==> src/rtl/cswm_pkg.sv <==
`timescale 1ns / 1ps
package cswm_pkg;

  // configuration register indexes
  localparam logic [1:0] CFG_DEBOUNCE = 2'd0;
  localparam logic [1:0] CFG_HOLD     = 2'd1;
  localparam logic [1:0] CFG_REPRESS  = 2'd2;

  localparam int CFG_DATA_W = 16;

  localparam logic [9:0]  DEBOUNCE_RST = 10'd50;
  localparam logic [15:0] HOLD_RST     = 16'd2000;
  localparam logic [9:0]  REPRESS_RST  = 10'd500;

  // millisecond correction: 24 thousandths per tick
  localparam logic [9:0] FRAC_STEP = 10'd24;
  localparam logic [9:0] FRAC_MOD  = 10'd1000;

  // display modes
  localparam logic [2:0] MODE_MIN_SEC   = 3'd0;
  localparam logic [2:0] MODE_HOUR_MIN  = 3'd1;
  localparam logic [2:0] MODE_ADJ_HOUR  = 3'd2;
  localparam logic [2:0] MODE_ADJ_MIN   = 3'd3;
  localparam logic [2:0] MODE_ADJ_SEC   = 3'd4;
  localparam logic [2:0] MODE_WATCH_RST = 3'd5;
  localparam logic [2:0] MODE_WATCH_RUN = 3'd6;
  localparam logic [2:0] MODE_UNUSED    = 3'd7;

  localparam logic [5:0] SIXTY      = 6'd60;
  localparam logic [4:0] TWENTYFOUR = 5'd24;

  // event queue between front and back
  localparam int QDEPTH = 2;
  localparam int QPTR_W = 1;
  localparam int QCNT_W = 2;

  typedef struct packed {
    logic second_pulse;
    logic mode_button;
    logic inc_button;
  } cswm_in_t;

  typedef struct packed {
    logic [2:0] mode_now;
    logic [5:0] display_low;
    logic [5:0] display_high;
    logic       dot_low;
    logic       adjust_lamp_out;
  } cswm_out_t;

  // one classified tick
  typedef struct packed {
    logic pulse;
    logic short_press;
    logic long_hold;
    logic inc_edge;
  } cswm_evt_t;

  typedef struct packed {
    logic full;
    logic empty;
  } cswm_qstat_t;

endpackage

==> src/rtl/clock_stopwatch_mode_controller_top.sv <==
`timescale 1ns / 1ps
// Path: an accepted tick transaction is written into the queue, then popped into the back end's result register.
// Throughput: one tick per cycle while out_ready holds, limited by the back end's single result register.
// Queue: two entries between the front (timing, button classification) and the back.
// Reset: synchronous, active high; clock 11:27:00, mode 0, registers 50/2000/500 ms.
// No clearing pass: the block accepts ticks as soon as reset is released.
module clock_stopwatch_mode_controller_top (
  input  logic                            clk,
  input  logic                            rst,
  input  logic                            in_valid,
  output logic                            in_ready,
  input  cswm_pkg::cswm_in_t              in_data,
  output logic                            out_valid,
  input  logic                            out_ready,
  output cswm_pkg::cswm_out_t             out_data,
  input  logic                            cfg_we,
  input  logic [1:0]                      cfg_index,
  input  logic [cswm_pkg::CFG_DATA_W-1:0] cfg_data
);
  import cswm_pkg::*;

  cswm_evt_t   front_evt;
  cswm_evt_t   back_evt;
  cswm_qstat_t qstat;
  logic        push;
  logic        pop;

  // Front takes a tick transaction whenever the queue has room.
  assign in_ready = !qstat.full;
  assign push     = in_valid && in_ready;

  // Back runs one event when the result register is free or being drained.
  assign pop = !qstat.empty && (!out_valid || out_ready);

  // Front: corrected ms count, press timing, debounce, hold, edge detection.
  cswm_front u_front (
    .clk       (clk),
    .rst       (rst),
    .cfg_we    (cfg_we),
    .cfg_index (cfg_index),
    .cfg_data  (cfg_data),
    .push      (push),
    .tick      (in_data),
    .evt       (front_evt)
  );

  // Short queue of classified events.
  cswm_queue u_queue (
    .clk       (clk),
    .rst       (rst),
    .push      (push),
    .push_data (front_evt),
    .pop       (pop),
    .pop_data  (back_evt),
    .stat      (qstat)
  );

  // Back: mode machine, time of day, set registers, stopwatch, display select.
  cswm_back u_back (
    .clk    (clk),
    .rst    (rst),
    .pop    (pop),
    .evt    (back_evt),
    .result (out_data)
  );

  // Output valid: set on pop, cleared once the transaction is taken.
  always_ff @(posedge clk) begin
    if (rst) begin
      out_valid <= 1'b0;
    end else if (pop) begin
      out_valid <= 1'b1;
    end else if (out_ready) begin
      out_valid <= 1'b0;
    end
  end

  // Mode 7 is never entered from reset.
  a_no_mode7: assert property (@(posedge clk) disable iff (rst)
    out_valid |-> out_data.mode_now != MODE_UNUSED)
    else $error("mode 7 reached");

  // Displayed values stay inside 0..59.
  a_disp_range: assert property (@(posedge clk) disable iff (rst)
    out_valid |-> (out_data.display_low < SIXTY) && (out_data.display_high < SIXTY))
    else $error("display value out of range");

  // Queue never underflows.
  a_pop_nonempty: assert property (@(posedge clk) disable iff (rst)
    pop |-> !qstat.empty)
    else $error("pop from empty queue");

  // A pending result is held until taken.
  a_hold_result: assert property (@(posedge clk) disable iff (rst)
    out_valid && !out_ready |=> out_valid && $stable(out_data))
    else $error("result dropped while stalled");

endmodule

==> src/rtl/cswm_front.sv <==
`timescale 1ns / 1ps
module cswm_front (
  input  logic                         clk,
  input  logic                         rst,
  input  logic                         cfg_we,
  input  logic [1:0]                   cfg_index,
  input  logic [cswm_pkg::CFG_DATA_W-1:0] cfg_data,
  input  logic                         push,
  input  cswm_pkg::cswm_in_t           tick,
  output cswm_pkg::cswm_evt_t          evt
);
  import cswm_pkg::*;

  logic [9:0]  debounce_ms;
  logic [15:0] hold_ms;
  logic [9:0]  repress_ms;

  // ms_up / frac_up hold the values the count takes on the next tick
  logic [31:0] ms_up;
  logic [9:0]  frac_up;
  logic [31:0] press_time;
  logic        mode_button_last;
  logic        inc_button_last;
  logic        ignore_release;

  logic [9:0]  frac_sum;
  logic        frac_carry;
  logic [31:0] ms_up_next;
  logic [9:0]  frac_up_next;
  logic        press_edge;
  logic        release_edge;
  logic [31:0] pt_eff;
  logic [31:0] elapsed;
  logic        release_ok;
  logic        hold_fire;
  logic [31:0] press_time_next;
  logic        ignore_next;

  always_comb begin
    frac_sum     = frac_up + FRAC_STEP;
    frac_carry   = (frac_sum >= FRAC_MOD);
    frac_up_next = frac_carry ? frac_sum - FRAC_MOD : frac_sum;
    ms_up_next   = ms_up + (frac_carry ? 32'd2 : 32'd1);
  end

  always_comb begin
    press_edge   = !tick.mode_button && mode_button_last;
    release_edge = tick.mode_button && !mode_button_last;
    // press time restarts on a press edge after the re-press gap
    if (press_edge && ((ms_up - press_time) > {22'd0, repress_ms})) begin
      pt_eff = ms_up;
    end else begin
      pt_eff = press_time;
    end
    elapsed    = ms_up - pt_eff;
    release_ok = release_edge && (elapsed > {22'd0, debounce_ms});
    hold_fire  = !tick.mode_button && (elapsed > {16'd0, hold_ms});

    press_time_next = hold_fire ? ms_up : pt_eff;
    ignore_next     = ignore_release;
    if (release_ok) begin
      ignore_next = 1'b0;
    end
    if (hold_fire) begin
      ignore_next = 1'b1;
    end

    evt.pulse       = tick.second_pulse;
    evt.short_press = release_ok && !ignore_release;
    evt.long_hold   = hold_fire;
    evt.inc_edge    = !tick.inc_button && inc_button_last;
  end

  always_ff @(posedge clk) begin
    if (rst) begin
      debounce_ms      <= DEBOUNCE_RST;
      hold_ms          <= HOLD_RST;
      repress_ms       <= REPRESS_RST;
      ms_up            <= 32'd1;
      frac_up          <= FRAC_STEP;
      press_time       <= '0;
      mode_button_last <= 1'b1;
      inc_button_last  <= 1'b1;
      ignore_release   <= 1'b0;
    end else begin
      if (cfg_we) begin
        case (cfg_index)
          CFG_DEBOUNCE: debounce_ms <= cfg_data[9:0];
          CFG_HOLD:     hold_ms     <= cfg_data[15:0];
          CFG_REPRESS:  repress_ms  <= cfg_data[9:0];
          default: ;
        endcase
      end
      if (push) begin
        ms_up            <= ms_up_next;
        frac_up          <= frac_up_next;
        press_time       <= press_time_next;
        mode_button_last <= tick.mode_button;
        inc_button_last  <= tick.inc_button;
        ignore_release   <= ignore_next;
      end
    end
  end

endmodule

==> src/rtl/cswm_queue.sv <==
`timescale 1ns / 1ps
module cswm_queue (
  input  logic                 clk,
  input  logic                 rst,
  input  logic                 push,
  input  cswm_pkg::cswm_evt_t  push_data,
  input  logic                 pop,
  output cswm_pkg::cswm_evt_t  pop_data,
  output cswm_pkg::cswm_qstat_t stat
);
  import cswm_pkg::*;

  cswm_evt_t          slots [QDEPTH];
  logic [QPTR_W-1:0]  wr_ptr;
  logic [QPTR_W-1:0]  rd_ptr;
  logic [QCNT_W-1:0]  count;

  assign pop_data   = slots[rd_ptr];
  assign stat.full  = (count == QCNT_W'(QDEPTH));
  assign stat.empty = (count == '0);

  always_ff @(posedge clk) begin
    if (push) begin
      slots[wr_ptr] <= push_data;
    end
  end

  always_ff @(posedge clk) begin
    if (rst) begin
      wr_ptr <= '0;
      rd_ptr <= '0;
      count  <= '0;
    end else begin
      if (push) begin
        wr_ptr <= wr_ptr + 1'b1;
      end
      if (pop) begin
        rd_ptr <= rd_ptr + 1'b1;
      end
      if (push && !pop) begin
        count <= count + 1'b1;
      end else if (pop && !push) begin
        count <= count - 1'b1;
      end
    end
  end

endmodule

==> src/rtl/cswm_back.sv <==
`timescale 1ns / 1ps
module cswm_back (
  input  logic                clk,
  input  logic                rst,
  input  logic                pop,
  input  cswm_pkg::cswm_evt_t evt,
  output cswm_pkg::cswm_out_t result
);
  import cswm_pkg::*;

  logic [2:0] mode;
  logic       adjust_lamp;
  logic [5:0] clock_second, clock_minute;
  logic [4:0] clock_hour;
  logic [5:0] set_second, set_minute;
  logic [4:0] set_hour;
  logic [5:0] watch_second, watch_minute;
  logic       watch_running;

  logic [2:0] mode_next;
  logic       adjust_lamp_next;
  logic [5:0] clock_second_next, clock_minute_next;
  logic [4:0] clock_hour_next;
  logic [5:0] set_second_next, set_minute_next;
  logic [4:0] set_hour_next;
  logic [5:0] watch_second_next, watch_minute_next;
  logic       watch_running_next;
  logic [5:0] lo, hi;

  always_comb begin
    mode_next          = mode;
    adjust_lamp_next   = adjust_lamp;
    clock_second_next  = clock_second;
    clock_minute_next  = clock_minute;
    clock_hour_next    = clock_hour;
    set_second_next    = set_second;
    set_minute_next    = set_minute;
    set_hour_next      = set_hour;
    watch_second_next  = watch_second;
    watch_minute_next  = watch_minute;
    watch_running_next = watch_running;
    lo                 = '0;
    hi                 = '0;

    if (evt.pulse) begin
      clock_second_next = clock_second + 6'd1;
      if (clock_second_next >= SIXTY) begin
        clock_second_next = '0;
        clock_minute_next = clock_minute + 6'd1;
        if (clock_minute_next >= SIXTY) begin
          clock_minute_next = '0;
          clock_hour_next   = clock_hour + 5'd1;
        end
        if (clock_hour_next >= TWENTYFOUR) begin
          clock_hour_next = '0;
        end
      end
      if (mode == MODE_WATCH_RUN && watch_running) begin
        watch_second_next = watch_second + 6'd1;
        if (watch_second_next >= SIXTY) begin
          watch_second_next = '0;
          watch_minute_next = (watch_minute + 6'd1 >= SIXTY) ? 6'd0 : watch_minute + 6'd1;
        end
      end
    end

    if (evt.short_press) begin
      unique case (mode)
        MODE_MIN_SEC:   mode_next = MODE_HOUR_MIN;
        MODE_HOUR_MIN:  mode_next = MODE_MIN_SEC;
        MODE_ADJ_HOUR:  mode_next = MODE_ADJ_MIN;
        MODE_ADJ_MIN:   mode_next = MODE_ADJ_SEC;
        MODE_ADJ_SEC:   mode_next = MODE_ADJ_HOUR;
        MODE_WATCH_RST: mode_next = MODE_WATCH_RUN;
        MODE_WATCH_RUN: mode_next = MODE_WATCH_RST;
        default:        mode_next = MODE_WATCH_RUN;
      endcase
    end

    // short press and long hold never come in the same tick
    if (evt.long_hold) begin
      unique case (mode) inside
        MODE_ADJ_MIN, MODE_ADJ_SEC: begin
          clock_second_next = set_second;
          clock_minute_next = set_minute;
          clock_hour_next   = set_hour;
          mode_next         = (mode == MODE_ADJ_MIN) ? MODE_HOUR_MIN : MODE_MIN_SEC;
          adjust_lamp_next  = 1'b0;
        end
        MODE_ADJ_HOUR: mode_next = MODE_WATCH_RST;
        MODE_MIN_SEC, MODE_HOUR_MIN: begin
          set_second_next  = clock_second_next;
          set_minute_next  = clock_minute_next;
          set_hour_next    = clock_hour_next;
          mode_next        = MODE_ADJ_HOUR;
          adjust_lamp_next = 1'b1;
        end
        default: mode_next = MODE_MIN_SEC;
      endcase
    end

    unique case (mode_next)
      MODE_MIN_SEC: begin
        lo = clock_second_next;
        hi = clock_minute_next;
      end
      MODE_HOUR_MIN: begin
        lo = clock_minute_next;
        hi = {1'b0, clock_hour_next};
      end
      MODE_ADJ_HOUR: begin
        if (evt.inc_edge) begin
          set_hour_next = (set_hour_next + 5'd1 >= TWENTYFOUR) ? 5'd0 : set_hour_next + 5'd1;
        end
        lo = set_minute_next;
        hi = {1'b0, set_hour_next};
      end
      MODE_ADJ_MIN: begin
        if (evt.inc_edge) begin
          set_minute_next = (set_minute_next + 6'd1 >= SIXTY) ? 6'd0 : set_minute_next + 6'd1;
        end
        lo = set_minute_next;
        hi = {1'b0, set_hour_next};
      end
      MODE_ADJ_SEC: begin
        if (evt.inc_edge) begin
          set_second_next = (set_second_next + 6'd1 >= SIXTY) ? 6'd0 : set_second_next + 6'd1;
        end
        lo = set_second_next;
        hi = set_minute_next;
      end
      MODE_WATCH_RST: begin
        watch_second_next  = '0;
        watch_minute_next  = '0;
        watch_running_next = 1'b0;
      end
      MODE_WATCH_RUN: begin
        if (evt.inc_edge) begin
          watch_running_next = !watch_running_next;
        end
        lo = watch_second_next;
        hi = watch_minute_next;
      end
      default: ;
    endcase
  end

  always_ff @(posedge clk) begin
    if (rst) begin
      mode          <= MODE_MIN_SEC;
      adjust_lamp   <= 1'b0;
      clock_second  <= 6'd0;
      clock_minute  <= 6'd27;
      clock_hour    <= 5'd11;
      set_second    <= '0;
      set_minute    <= '0;
      set_hour      <= '0;
      watch_second  <= '0;
      watch_minute  <= '0;
      watch_running <= 1'b0;
    end else if (pop) begin
      mode          <= mode_next;
      adjust_lamp   <= adjust_lamp_next;
      clock_second  <= clock_second_next;
      clock_minute  <= clock_minute_next;
      clock_hour    <= clock_hour_next;
      set_second    <= set_second_next;
      set_minute    <= set_minute_next;
      set_hour      <= set_hour_next;
      watch_second  <= watch_second_next;
      watch_minute  <= watch_minute_next;
      watch_running <= watch_running_next;
    end
  end

  // result register, loaded on every pop
  always_ff @(posedge clk) begin
    if (pop) begin
      result.mode_now        <= mode_next;
      result.display_low     <= lo;
      result.display_high    <= hi;
      result.dot_low         <= (mode_next >= MODE_ADJ_MIN) && (mode_next <= MODE_WATCH_RUN);
      result.adjust_lamp_out <= adjust_lamp_next;
    end
  end

endmodule
==> config.mk <==
export PLATFORM = sky130hd
export DESIGN_NAME = clock_stopwatch_mode_controller_top
export DESIGN_NICKNAME = d
export VERILOG_FILES = /design/src/rtl/cswm_pkg.sv /design/src/rtl/clock_stopwatch_mode_controller_top.sv /design/src/rtl/cswm_front.sv /design/src/rtl/cswm_queue.sv /design/src/rtl/cswm_back.sv
export SDC_FILE = /design/constraint.sdc
export NUM_CORES = 1
export LEC_CHECK = 0
export BUFFER_PORTS_ARGS = -buffer_cell sky130_fd_sc_hd__buf_2
export CAP_MARGIN = 20
export CORE_MARGIN = 5
export CORE_UTILIZATION = 29
export CTS_CLUSTER_SIZE = 12
export DETAILED_ROUTE_END_ITERATION = 10
export PLACE_DENSITY = 0.44
export SETUP_SLACK_MARGIN = 0.1
export SYNTH_ARGS = -nofsm -noshare
export SYNTH_HDL_FRONTEND = slang
export SYNTH_SLANG_ARGS = --single-unit
==> constraint.sdc <==
create_clock -name clk -period 14.4 [get_ports clk]
set_input_delay 1.44 -clock clk [delete_from_list [all_inputs] [get_ports clk]]
set_output_delay 1.44 -clock clk [all_outputs]
set_load 0.01 [all_outputs]
==> flow_summary.html <==
<table>
<tr><th>Metric</th><th>Value</th></tr>
<tr><th colspan="2">GRT</th></tr>
<tr><td>Global-route wire length before repair</td><td>77.8 mm</td></tr>
<tr><td>Largest net degree at the start of global routing</td><td>84</td></tr>
<tr><td>Via count of the first global-routing pass</td><td>14,000</td></tr>
<tr><td>Number of antenna violations at the first check in global routing</td><td>0</td></tr>
<tr><td>Global route overflow</td><td>0</td></tr>
<tr><td>Global routing usage summed across all routing layers</td><td>16.8%</td></tr>
<tr><th colspan="2">Logic synthesis</th></tr>
<tr><td>Largest area contributor in the synthesized netlist</td><td>sky130_fd_sc_hd__dfxtp_1</td></tr>
<tr><td>Number of nets produced by synthesis</td><td>2,230</td></tr>
<tr><td>Post-synth top cells</td><td>sky130_fd_sc_hd__nand2_1 (338), sky130_fd_sc_hd__nor2_1 (203), sky130_fd_sc_hd__a21oi_1 (195)</td></tr>
<tr><td>Top flip-flop cell by instance count after synthesis</td><td>sky130_fd_sc_hd__dfxtp_1</td></tr>
<tr><td>Seq cells post-synth</td><td>192</td></tr>
<tr><td>Cells taking the most area after synthesis</td><td>sky130_fd_sc_hd__dfxtp_1 (22%), sky130_fd_sc_hd__nand2_1 (8.2%), sky130_fd_sc_hd__ha_1 (8.2%), sky130_fd_sc_hd__a21oi_1 (6.3%), sky130_fd_sc_hd__nor2_1 (4.9%)</td></tr>
<tr><td>Count leader, synth</td><td>sky130_fd_sc_hd__nand2_1</td></tr>
<tr><td>Fraction of synthesis flops using an asynchronous set or reset pin</td><td>0%</td></tr>
<tr><td>Synthesized instance count</td><td>2,101</td></tr>
<tr><td>Number of synthesis warnings</td><td>0</td></tr>
<tr><td>Synth unique cells</td><td>79</td></tr>
<tr><td>Synthesized area per cell</td><td>7.34 µm²</td></tr>
<tr><td>Top cell type's share of synthesized area</td><td>21.7%</td></tr>
<tr><td>Post-synth EDFFs</td><td>25</td></tr>
<tr><td>Share of synthesized area occupied by flip-flops and latches</td><td>26.5%</td></tr>
<tr><td>Synthesized area</td><td>0.0154 mm²</td></tr>
<tr><th colspan="2">CTS</th></tr>
<tr><td>Master cell of the clock root buffer</td><td>sky130_fd_sc_hd__clkbuf_16</td></tr>
<tr><td>Inserted Clock Buffers</td><td>17</td></tr>
<tr><td>Total of cells resized after clock tree synthesis</td><td>0</td></tr>
<tr><td>Clock tree from TritonCTS</td><td>done</td></tr>
<tr><td>Clock insertion delay at the later pin of the skew report</td><td>500 ps</td></tr>
<tr><td>Sink count of the clock tree</td><td>192</td></tr>
<tr><td>Clk buf depth</td><td>2</td></tr>
<tr><td>Clock Pin Slew Worst Setup and Hold Paths</td><td>80 ps</td></tr>
<tr><td>Htree depth</td><td>4</td></tr>
<tr><td>Hold buffer count at CTS</td><td>0</td></tr>
<tr><td>Post CTS Setup Buffer Count</td><td>0</td></tr>
<tr><th colspan="2">Floorplanning</th></tr>
<tr><td>Core ar.</td><td>0.0527 mm²</td></tr>
<tr><td>Number of core rows</td><td>84</td></tr>
<tr><td>Die area</td><td>0.0579 mm²</td></tr>
<tr><td>Die outline width</td><td>241 µm</td></tr>
<tr><td>Initial core utilization</td><td>29.3%</td></tr>
<tr><td>Die height</td><td>241 µm</td></tr>
<tr><td>Number of top-level pins</td><td>45</td></tr>
<tr><th colspan="2">Placed design</th></tr>
<tr><td>Count of port buffers added during placement</td><td>44</td></tr>
<tr><td>Last weighted congestion value of the routability-driven placer</td><td>0.852</td></tr>
<tr><td>HPWL Detailed</td><td>36.9 mm</td></tr>
<tr><th colspan="2">Timing</th></tr>
<tr><td>Post-Route Setup TNS</td><td>0 ps</td></tr>
<tr><td>Final setup violation count</td><td>0</td></tr>
<tr><td>Number of pins with negative max-slew slack in the final report</td><td>0</td></tr>
<tr><td>Maximum clock skew at final layout</td><td>11.5 ps</td></tr>
<tr><td>Highest clock frequency the design can meet</td><td>101 MHz</td></tr>
<tr><td>Count of endpoints failing hold in the final timing report</td><td>0</td></tr>
<tr><td>Tmin final</td><td>9880 ps</td></tr>
<tr><td>Worst slew pin tran</td><td>914 ps</td></tr>
<tr><td>Setup repair after global routing missed its margin</td><td>false</td></tr>
<tr><td>Relative slew slack</td><td>39.1%</td></tr>
<tr><td>Final worst path period share</td><td>68.6%</td></tr>
<tr><th colspan="2">Drt</th></tr>
<tr><td>Routed metal-1 wire length</td><td>23.9 mm</td></tr>
<tr><td>Met3 routed WL</td><td>1.81 mm</td></tr>
<tr><td>Vias after detailed routing</td><td>14,600</td></tr>
<tr><td>Routed vias/inst</td><td>5.26</td></tr>
<tr><td>Violation count after the first detailed-routing iteration</td><td>945</td></tr>
<tr><td>Post-detailed-route wirelength per cell</td><td>17.5 µm</td></tr>
<tr><td>Number of remaining DRC errors</td><td>0</td></tr>
<tr><td>TritonRoute pass-1 iters</td><td>5</td></tr>
<tr><td>Final wirelength</td><td>48.6 mm</td></tr>
<tr><td>Met2 wire length</td><td>21.5 mm</td></tr>
<tr><td>Highest routed layer</td><td>met4</td></tr>
<tr><td>Antenna-violating nets left</td><td>0</td></tr>
<tr><th colspan="2">Worst setup path</th></tr>
<tr><td>Critical-path maximum fanout</td><td>32</td></tr>
<tr><td>Worst R2R End</td><td>u_front.press_time[22]</td></tr>
<tr><td>Cell with the largest stage delay on the worst path</td><td>sky130_fd_sc_hd__nand4_1</td></tr>
<tr><td>Worst reg2reg setup slack</td><td>4520 ps</td></tr>
<tr><td>CP Class</td><td>flip-flop to flip-flop</td></tr>
<tr><td>Critical path data arrival time</td><td>10,300 ps</td></tr>
<tr><td>Slowest Stage Delay on Critical Path</td><td>520 ps</td></tr>
<tr><td>Crit Reg-Reg Startpoint</td><td>u_front.press_time[1]</td></tr>
<tr><td>Required time at the worst-slack endpoint</td><td>14,820 ps</td></tr>
<tr><td>Kind of launch point of the worst setup path</td><td>flip-flop</td></tr>
<tr><td>CP startpoint</td><td>u_front.press_time[1]</td></tr>
<tr><td>Critical Path Sink</td><td>u_front.press_time[22]</td></tr>
<tr><td>Length in cells of the worst reg-to-reg path</td><td>44</td></tr>
<tr><td>Crit end category</td><td>flip-flop</td></tr>
<tr><th colspan="2">Flow run</th></tr>
<tr><td>Max_cap viols</td><td>0</td></tr>
<tr><th colspan="2">Power and ir drop</th></tr>
<tr><td>Total leakage power</td><td>6.95 nW</td></tr>
<tr><td>Power density cells</td><td>140 mW/mm²</td></tr>
<tr><td>IR drop worst, VDD</td><td>0.0920 mV</td></tr>
<tr><td>Power, Total</td><td>2.36 mW</td></tr>
<tr><th colspan="2">Run status</th></tr>
<tr><td>Status</td><td>finished, final reports clean</td></tr>
<tr><th colspan="2">Worst hold path</th></tr>
<tr><td>Type of the worst min-delay path</td><td>flip-flop to flip-flop</td></tr>
<tr><th colspan="2">Finish</th></tr>
<tr><td>Final layout net count</td><td>2,208</td></tr>
<tr><td>Layout Area Growth over Synthesis</td><td>9.32%</td></tr>
<tr><td>Layout cell share with drive strength beyond 1</td><td>6.60%</td></tr>
</table>
state kept, by name (all words and copies together), names as in the netlist, 2 cells and up, named ones only:
signal               flops
u_front.debounce_ms     10
u_back.mode              3
u_queue.count            2
u_front.press_time      32
u_back.watch_minute      6
u_back.set_minute        6
u_front.ms_up           32
u_back.set_second        6
u_back.set_hour          5
u_queue.slots            8
u_back.watch_second      6
u_back.result           17
u_back.clock_second      6
u_front.repress_ms      10
u_front.frac_up          7
u_front.hold_ms         16
u_back.clock_hour        5
u_back.clock_minute      6
cell type report:
type	count	area [µm²]
Multi-Input combinational cell	1691	10500
Inverter	113	425
Tap cell	688	861
Fill cell	5675	35800
Antenna cell	1	2.50
Clock buffer	18	450
Timing Repair Buffer	64	373
Sequential cell	192	4090
Clock inverter	14	140
routing by layer:
| metal | track usage [%] | up-vias |
|---|---|---|
| met4 | 5.81 | 0 |
| met1 | 23.4 | 6899 |
| met5 | 0 | - |
| met2 | 26.6 | 250 |
| met3 | 2.80 | 60 |
| li1 | - | 7425 |
power by group:
part,total (mW),internal [mW],switching [mW]
Combinational,1.17,0.423,0.743
Clock,0.493,0.241,0.252
Sequential,0.705,0.644,0.0612
worst min-delay path by stage:
stage                             from                      end  depth (start not counted)
2_1_floorplan  u_front.inc_button_last  u_front.inc_button_last                          2
4_1_cts         u_front.press_time[13]   u_front.press_time[13]                          2
5_1_grt         u_front.debounce_ms[6]   u_front.debounce_ms[6]                          2
6_report        u_front.press_time[13]   u_front.press_time[13]                          2
3_3_place_gp    u_front.press_time[16]   u_front.press_time[16]                          2
3_5_place_dp    u_front.press_time[29]   u_front.press_time[29]                          2
through the flow:
| stage | setup slack, ps | hold slack, ps | area, µm² | cells | utilization [%] |
|---|---|---|---|---|---|
| 3_5_place_dp | 4650 | 446 | 16300 | 2748 | 30.9 |
| 5_1_grt | 3790 | 474 | 16900 | 2780 | 32.0 |
| 2_1_floorplan | 6000 | 433 | 15400 | 2101 | - |
| 6_report | 4520 | 458 | 16900 | 2781 | 32.0 |
| 3_3_place_gp | 4770 | 442 | 16300 | 2747 | 30.9 |
| 4_1_cts | 4560 | 459 | 16900 | 2780 | 32.0 |
logic make-up (layout without fill, tap and decap cells):
kind of cell / count (synthesis) / count (layout) / share of synthesized area (%)
other: 0 / 1 / 0
and+or+nand+nor: 820 / 820 / 24.4
xor gates and xnor gates: 100 / 100 / 5.68
AOI/OAI and AO/OA: 580 / 580 / 23.6
adders and majority gates: 106 / 106 / 8.65
buffers and inverters: 218 / 209 / 5.48
muxes: 85 / 85 / 5.70
DFF: 192 / 192 / 26.5
layout by cell type, fill, tap and decap left out, drive strengths merged, types with 22 or more instances in the layout:
cell | synthesis | layout
nand4 | 37 | 37
ha | 101 | 101
mux2 | 22 | 22
o21ai | 131 | 131
edfxtp | 25 | 25
nor3 | 41 | 41
buf | 10 | 64
nand2 | 338 | 338
a21oi | 196 | 196
inv | 111 | 118
nor2 | 203 | 203
xor2 | 48 | 48
dfxtp | 167 | 167
xnor2 | 52 | 52
mux2i | 63 | 63
nand3 | 53 | 53
o21a | 26 | 26
o211ai | 44 | 44
nor2b | 29 | 29
nand2b | 29 | 29
a21o | 30 | 30
critical path: cells and delay by family, from the launching register on:
family	cells	cell delay, ps
AO/OA/AOI/OAI	20	3720
AND/OR/NAND/NOR	13	2720
adder cells (fa/ha/maj)	4	1080
buffers and inverters	4	990
XOR/XNOR	2	510
flip-flops	1	480
multiplexers	1	260
Power figures use the tool's default switching activity.
